`src/rtl/ffa_pkg.sv`:
```
`timescale 1ns / 1ps

package ffa_pkg;

  localparam int SIZE_W   = 16;  // requested byte count
  localparam int ADDR_W   = 15;  // user byte address
  localparam int CFG_W    = 13;  // arena size register
  localparam int WORDS_W  = 17;  // rounded word count, wide enough for size + WORD_BYTES - 1

  localparam logic REQ_ALLOC = 1'b0;
  localparam logic REQ_FREE  = 1'b1;

  typedef enum logic [1:0] {
    ST_OK        = 2'd0,
    ST_TOO_LARGE = 2'd1,
    ST_NO_FIT    = 2'd2,
    ST_NOT_FOUND = 2'd3
  } status_t;

endpackage

```
`src/rtl/ffa_size_words.sv`:
```
`timescale 1ns / 1ps

module ffa_size_words #(
  parameter int WORD_BYTES = 8
) (
  input  logic                         clk,
  input  logic                         load,
  input  logic [ffa_pkg::SIZE_W-1:0]   size_bytes,
  output logic [ffa_pkg::WORDS_W-1:0]  words
);

  // ceil(bytes / WORD_BYTES) as floor((bytes + WORD_BYTES - 1) / WORD_BYTES), done by
  // multiplying with a rounded-up reciprocal; exact for every dividend below 2**WORDS_W
  localparam int RND_W   = ffa_pkg::WORDS_W;
  localparam int SHIFT   = RND_W + $clog2(WORD_BYTES);
  localparam int RECIP   = ((1 << SHIFT) + WORD_BYTES - 1) / WORD_BYTES;
  localparam int RECIP_W = RND_W + 2;
  localparam int PROD_W  = RND_W + RECIP_W;

  logic [RND_W-1:0]  rounded;
  logic [PROD_W-1:0] prod_r;
  logic [RND_W-1:0]  quot;

  assign rounded = RND_W'(size_bytes) + RND_W'(WORD_BYTES - 1);

  always_ff @(posedge clk) begin
    if (load) begin
      prod_r <= PROD_W'(rounded) * PROD_W'(RECIP_W'(RECIP));
    end
  end

  assign quot = RND_W'(prod_r >> SHIFT);

  // a zero-byte request is served as one word
  assign words = (quot == '0) ? RND_W'(1) : quot;

endmodule

```
`config.mk`:
```
export PLATFORM = sky130hd
export DESIGN_NAME = ffa_size_words
export DESIGN_NICKNAME = d
export VERILOG_FILES = /design/src/rtl/ffa_pkg.sv /design/src/rtl/ffa_size_words.sv
export SDC_FILE = /design/constraint.sdc
export NUM_CORES = 1
export LEC_CHECK = 0
export BUFFER_PORTS_ARGS = -buffer_cell sky130_fd_sc_hd__clkbuf_2
export CAP_MARGIN = 20
export CORE_MARGIN = 8
export CORE_UTILIZATION = 45
export CTS_CLUSTER_DIAMETER = 120
export DETAILED_ROUTE_END_ITERATION = 7
export GPL_ROUTABILITY_DRIVEN = 0
export HOLD_SLACK_MARGIN = 0.08
export PLACE_DENSITY = 0.74
export REMOVE_ABC_BUFFERS = 1
export SYNTH_ARGS = -nofsm -noshare
export SYNTH_HDL_FRONTEND = slang
export SYNTH_SLANG_ARGS = --single-unit
```
`constraint.sdc`:
```
create_clock -name clk -period 1.4 [get_ports clk]
set_input_delay 0.21 -clock clk [delete_from_list [all_inputs] [get_ports clk]]
set_output_delay 0.21 -clock clk [all_outputs]
set_load 0.02 [all_outputs]
```
==> results of run 1 <==
synth_stat cells:
library cell	n
sky130_fd_sc_hd__edfxtp_1	14
sky130_fd_sc_hd__clkbuf_1	13
sky130_fd_sc_hd__nand2_1	9
sky130_fd_sc_hd__xnor2_1	8
sky130_fd_sc_hd__nor2_1	5
sky130_fd_sc_hd__xor2_1	5
sky130_fd_sc_hd__nor3_1	4
sky130_fd_sc_hd__buf_4	3
sky130_fd_sc_hd__nand3_1	3
sky130_fd_sc_hd__nor4_1	2
sky130_fd_sc_hd__a41o_1	1
sky130_fd_sc_hd__conb_1	1
sky130_fd_sc_hd__inv_1	1
sky130_fd_sc_hd__nor4_4	1
sky130_fd_sc_hd__o311ai_4	1
sky130_fd_sc_hd__or2b_1	1
path summary, 6_finish.rpt:
kind                           start          to  slack (ns)  cells past startpoint
worst max-delay path      prod_r[27]    words[0]       -0.14                      3
worst min-delay path  size_bytes[15]  prod_r[32]        0.24                      2
power groups by stage:
stage	logic (uW)	clock network, uW	registers, uW
floorplan	54.9	0	571
global placement	183	0	528
detailed placement	187	0	531
CTS	195	229	523
global route	212	239	528
finish	197	218	524
per-stage QoR:
| step | hold slack, ns | cells | total power [uW] | instance area, um2 | setup TNS (ns) |
|---|---|---|---|---|---|
| after floorplan | 0.322 | 58 | 626 | 714 | 0 |
| after global placement | 0.530 | 106 | 711 | 891 | 0 |
| after detailed placement | 0.524 | 106 | 718 | 891 | 0 |
| after CTS | 0.236 | 111 | 947 | 940 | -0.162 |
| after global routing | 0.256 | 112 | 979 | 953 | -0.201 |
| final | 0.243 | 112 | 938 | 953 | -0.139 |
cell families after synthesis:
kind of cell	after synthesis
flip-flops	14
other	1
buffers and inverters	17
AND/OR/NAND/NOR	25
AO/OA/AOI/OAI	2
XOR/XNOR	13
per-layer routing:
metal	part of all wire	GRT usage	wire, um	up-vias
met3	0.045	0.0247	71	0
met1	0.37	0.0901	575	249
met5	0	0	0	-
met4	0	0.0857	0	0
li1	-	-	-	277
met2	0.59	0.175	915	12
cell type report:
class / instances / area (um2)
well taps: 17 / 21.3
clock buffers: 3 / 22.5
clock inverters: 1 / 3.75
inverters: 1 / 3.75
repair buffers: 33 / 179
fillers: 146 / 717
multi-input cells: 43 / 303
flip-flops and latches: 14 / 420
what timing repair did:
action	in CTS	in global routing
pin swaps	2	2
resized for setup	3	1
endpoints found under the setup margin	1	1
buffers inserted	1	1
==> results list, run 1 <==
- Worst Path Arrival: 1.33 ns
- Io pins: 35
- Count of cell types in the netlist: 16
- The worst setup path is launched from a flip-flop.
- The Yosys step of the flow raised 0 warnings.
- For this run, the total global-route usage over all layers was measured as 0.0981.
* Worst IR Drop VDD: 0.331 mV
- Summing every instance area after synthesis gives 778 um2.
- The register with the most flip-flops in the layout has 14 of them.
* Die span in x: 57.6 um
- CTS H-Tree Depth: 1
* Number of hold buffers added after cts: 0
- The area growth from synthesis to layout is 22.5%.
- Number of clock sinks seen by CTS: 14
- Most frequent cells in the layout: sky130_fd_sc_hd__clkbuf_2 (30), sky130_fd_sc_hd__edfxtp_1 (14), sky130_fd_sc_hd__nand2_1 (9)
* Count of buffers inserted at the top-level ports: 31
- NetSw: 255 uW
* Effective utilization at floorplan: 0.466
* Clock-pin slew on the worst setup and hold paths: 0.08 ns
- The cell sitting at the root of the clock tree is a sky130_fd_sc_hd__clkbuf_4.
- The analysis attributes to cell leakage a power of 0.000404 uW.
* Share of synthesized area occupied by flip-flops and latches: 0.540
* Final core utilization: 0.571
- Path type of the worst setup path: reg -> out
- Of the total power, registers draw 0.558.
* Largest buffer count on any clock path: 2
- TritonCTS clock tree: yes
- Register ranked first by flip-flop count: prod_r
* Standard-cell rows: 15
- The region available for standard cell placement spans 1670 um2.
- Summed over all instances, the cell type with the most area after synthesis is sky130_fd_sc_hd__edfxtp_1.
- Violations in the final reports: setup timing
* Final setup slack of the worst path: -0.139 ns
* Area enclosed by the die boundary: 3320 um2
- The largest registers in the layout are prod_r x14.
- The worst setup path is captured at an output pin.
* Max frequency: 650 MHz
- The final hold violation count came to 0.
- Setup repair after global routing could not meet its margin everywhere.
* Slew Viols, Final: 0
- Across the run, the number of max-cap violations was 0.
* Sum of routed wire length over all layers: 1560 um
* Arithmetic-cell share of the synthesized area counting full adders, half adders and majority gates: 0
- Of the total synthesized cell area, the portion taken by XOR and XNOR cells is 0.146.
- Share of synthesized cell area in and, or, nand and nor gates: 0.166
- The share of total power dissipated in the clock network is 0.232.
- Counting I/O delays and the setup requirement, the final critical path takes 1.54 ns.
- In this run the remaining antenna-violating nets after routing total 0.
* Worst slack, placed: 0.0103 ns
- Path category of the worst min-delay check: in -> reg
- The initial antenna violation count came to 0.
- Final net count: 114
- Entering global routing, the biggest net connects 15 pins.
- Traced cell by cell, the critical path runs through nor4_2, a41o_1, clkbuf_8.
* Global-route wire length before repair: 2480 um
- Sw Share: 0.272
- The synthesized design contains 14 register bits.
- The number of antenna diodes in the final layout is 0.
- Summing over every cut layer, the via total after detailed routing is 538.
- After detailed routing, the number of vias per cell comes to 4.80.
- Complex-gate fraction of the synthesized area: 0.0466
- Measured against the total synthesized area, the mux share comes to 0.
- Largest family of logic cells by synthesized area: simple AND/OR/NAND/NOR gates
* Number of buffers created by CTS: 3
- The share of total power dissipated in combinational logic is 0.210.
- Total congestion overflow after global routing: 0
- Grouping stages by cell kind, the critical path spends the most delay in flip-flops.
- The number of buffers and inverters on the critical path is 1.
* Synth top area share: 0.540
* Biggest area contributors in the synthesized netlist: sky130_fd_sc_hd__edfxtp_1 (54%), sky130_fd_sc_hd__xnor2_1 (9.0%), sky130_fd_sc_hd__clkbuf_1 (6.3%)
- Dpl hpwl: 1350 um
- In this run the vertical extent of the chip is 57.6 um.
- Worst path required time: 1.19 ns
- For this run, the slowest stage of the critical path takes 0.40 ns.
* Part of the cycle the worst path needs: 1.10
- Share of final-layout standard cells stronger than drive strength 1: 0.421
* Routed len/inst: 13.9 um
- The run finished, with violations left.
* DRC marker count from the first detailed-route iteration: 10
- The via count of the first global-routing pass was 567.
- Post-route DRC: 0
- Setup violations remaining at the end of the flow were counted as 1.
- Dividing total power by cell area gives a power density of 984 nW/um2.
* Internal power: 683 uW
- Cells after synthesis: 72
- The first TritonRoute pass finished after 4 iterations.
* Average instance area after synthesis: 10.8 um2
* Slowest stage cell, crit path: sky130_fd_sc_hd__edfxtp_1
- Most common cell after layout, fill and taps aside: sky130_fd_sc_hd__clkbuf_2
- Critical path fanouts, max: 2
Power figures use the tool's default switching activity.
==> run 2: changes to the inputs <==
--- a/config.mk
+++ b/config.mk
@@ -7,13 +7,13 @@
 export LEC_CHECK = 0
 export BUFFER_PORTS_ARGS = -buffer_cell sky130_fd_sc_hd__clkbuf_2
 export CAP_MARGIN = 20
+export CORE_ASPECT_RATIO = 0.6
 export CORE_MARGIN = 8
-export CORE_UTILIZATION = 45
+export CORE_UTILIZATION = 35
 export CTS_CLUSTER_DIAMETER = 120
 export DETAILED_ROUTE_END_ITERATION = 7
 export GPL_ROUTABILITY_DRIVEN = 0
 export HOLD_SLACK_MARGIN = 0.08
-export PLACE_DENSITY = 0.74
 export REMOVE_ABC_BUFFERS = 1
 export SYNTH_ARGS = -nofsm -noshare
 export SYNTH_HDL_FRONTEND = slang
==> results list, run 2 (same netlist as run 1, synthesis figures left out) <==
* Worst Setup Start Kind: flip-flop
- The total cell area at the placement stage was 907 um2 (+1.8%).
- Overall power: 1040 uW (+11%)
- prod_r holds more flip-flops than any other register.
- Area overhead of the layout relative to synthesis: 27.8%
- Largest buffer count on any clock path: 2 (unchanged)
* Share of final-layout standard cells stronger than drive strength 1: 0.427 (+0.00603)
- Via count of the routed design: 545 (+1.3%)
* Largest net degree at the start of global routing: 15 (unchanged)
- DR vias/cell: 4.33 (-10%)
- Number of clock sinks seen by CTS: 14 (unchanged)
* Dpl hpwl: 1390 um (+3.4%)
- Critical Path, Cell by Cell: nor4_1, a41o_1, clkbuf_8
- The setup path with the least slack is of type reg -> out.
* Number of hold buffers added after cts: 0 (unchanged)
- Final net count: 115 (+0.88%)
- The data arrival time of the critical path is 1.26 ns (-0.07 ns).
- The max-capacitance violation count is 0 (unchanged).
- The post-layout instance area came to 995 um2 (+4.3%).
- Violations in the final reports: setup timing
* Global-route wire length before repair: 2510 um (+1.4%)
- Clock root buffer: sky130_fd_sc_hd__clkbuf_8
- The post-route antenna net violation count came to 0 (unchanged).
- Critical path fanouts, max: 2 (unchanged)
- The largest registers in the layout are prod_r x14.
- Area enclosed by the die boundary: 4040 um2 (+22%)
- The DRC violations left was 0 (unchanged).
* Sequential power share: 0.506 (-0.052)
- Final setup slack of the worst path: -0.0740 ns (+0.0645 ns)
* NetSw: 262 uW (+2.7%)
- Path category of the worst min-delay check: in -> reg
- Sw Share: 0.252 (-0.0198)
- The flow ran to the end, but the final reports show violations.
- The part of the power in combinational logic was 0.195 (-0.015).
- The number of I/O pins was 35 (unchanged).
- The final setup violation count is 1 (unchanged).
* DRC marker count from the first detailed-route iteration: 21 (+11)
- TritonCTS built the clock tree.
* Worst slack, placed: -0.00450 ns (-0.0148 ns)
- Detailed-router iteration count before antenna repair: 2 (-2)
* Clock power frac: 0.300 (+0.068)
- Die height: 52.5 um (-8.8%)
- The number of core rows was 13 (-2).
- Slowest stage cell, crit path: sky130_fd_sc_hd__edfxtp_1
- CP Capture Type: output pin
- The count of inserted antenna diode cells is 0 (unchanged).
* Flip-flop count of the largest register after layout: 14 (unchanged)
- Total global routing track utilization: 0.0801 (-0.0181)
- Core area: 2130 um2 (+28%)
* Die span in x: 76.9 um (+33%)
* Routed len/inst: 12.8 um (-8.2%)
* Power density over the cells: 1040 nW/um2 (+6.2%)
- The clock-pin slew reported for the worst setup and hold paths after clock tree synthesis was 0.05 ns (-0.03 ns).
- The total of buffers placed on input and output ports was 31 (unchanged).
* Leakage power summed over all cells: 0.000417 uW (+3.2%)
- Setup repair after global routing could not meet its margin everywhere.
- Worst IR Drop VDD: 0.315 mV (-4.8%)
* Final core utilization: 0.467 (-0.104)
- Sum of routed wire length over all layers: 1610 um (+3.3%)
* CTS H-Tree Depth: 1 (unchanged)
* Worst Hold Slack: 0.302 ns (+0.0589 ns)
- Total congestion overflow after global routing: 0 (unchanged)
* Worst path required time: 1.19 ns (about the same)
- Most common cell after layout, fill and taps aside: sky130_fd_sc_hd__clkbuf_2
- Slew Viols, Final: 0 (unchanged)
* Number of hold violations in the final report: 0 (unchanged)
- Number of antenna violations at the first check in global routing: 0 (unchanged)
* Maximum single-stage delay on the critical path: 0.38 ns (-0.02 ns)
- Part of the cycle the worst path needs: 1.05 (-0.0460)
- Number of buffers created by CTS: 3 (unchanged)
- The internal power is 777 uW (+14%).
* Time the worst path needs with I/O delays and setup: 1.47 ns (-0.0645 ns)
* Number of global-route vias before repair: 566 (-0.18%)
- The starting density of the core came to 0.365 (-0.101).
- Most frequent cells in the layout: sky130_fd_sc_hd__clkbuf_2 (30), sky130_fd_sc_hd__edfxtp_1 (14), sky130_fd_sc_hd__nand2_1 (9)
- The upper clock frequency limit was 678 MHz (+4.4%).
-- run 2: power by group through the flow --
stage | Clock [uW] | Sequential [uW] | Combinational, uW
finish | 311 | 526 | 202
floorplan | 0 | 571 | 54.9
global route | 349 | 531 | 218
CTS | 320 | 523 | 204
detailed placement | 0 | 532 | 188
global placement | 0 | 531 | 187
-- run 2: layout make-up --
class | instances | area [um2]
Clock inverter | 1 | 3.75
Clock buffer | 3 | 41.3
Tap cell | 30 | 37.5
Fill cell | 216 | 1140
Inverter | 1 | 3.75
Sequential cell | 14 | 420
Timing Repair Buffer | 34 | 186
Multi-Input combinational cell | 43 | 302
-- run 2: per-stage QoR --
step / cells / setup TNS, ns
after floorplan: 58 / 0
after global placement: 119 / 0
after detailed placement: 119 / -0.00450
final: 126 / -0.0740
after CTS: 126 / -0.0761
after global routing: 126 / -0.131
-- run 2: worst paths after layout --
check	to	slack [ns]	startpoint	depth (start not counted)
max	words[0]	-0.07	prod_r[26]	3
min	prod_r[28]	0.30	size_bytes[11]	2
-- run 2: repair_timing --
action,4_1_cts,5_1_grt
gates cloned,0,0
pin swaps,3,0
gates resized for setup,2,2
setup endpoints to repair,1,1
setup buffers,3,0
-- run 2: critical path: cells and delay by family, from the launching register on --
| kind | cells | cell delay (ns) |
|---|---|---|
| DFF | 1 | 0.38 |
| and+or+nand+nor | 1 | 0.29 |
| AOI/OAI and AO/OA | 1 | 0.22 |
| buffers and inverters | 1 | 0.14 |
-- run 2: routing by layer --
layer  routed length, um  GRT usage  part of all wire
met3                 140     0.0411             0.087
met4                  34     0.0570             0.021
met2                 673      0.112              0.42
met1                 766     0.0935              0.47
met5                   0          0                 0
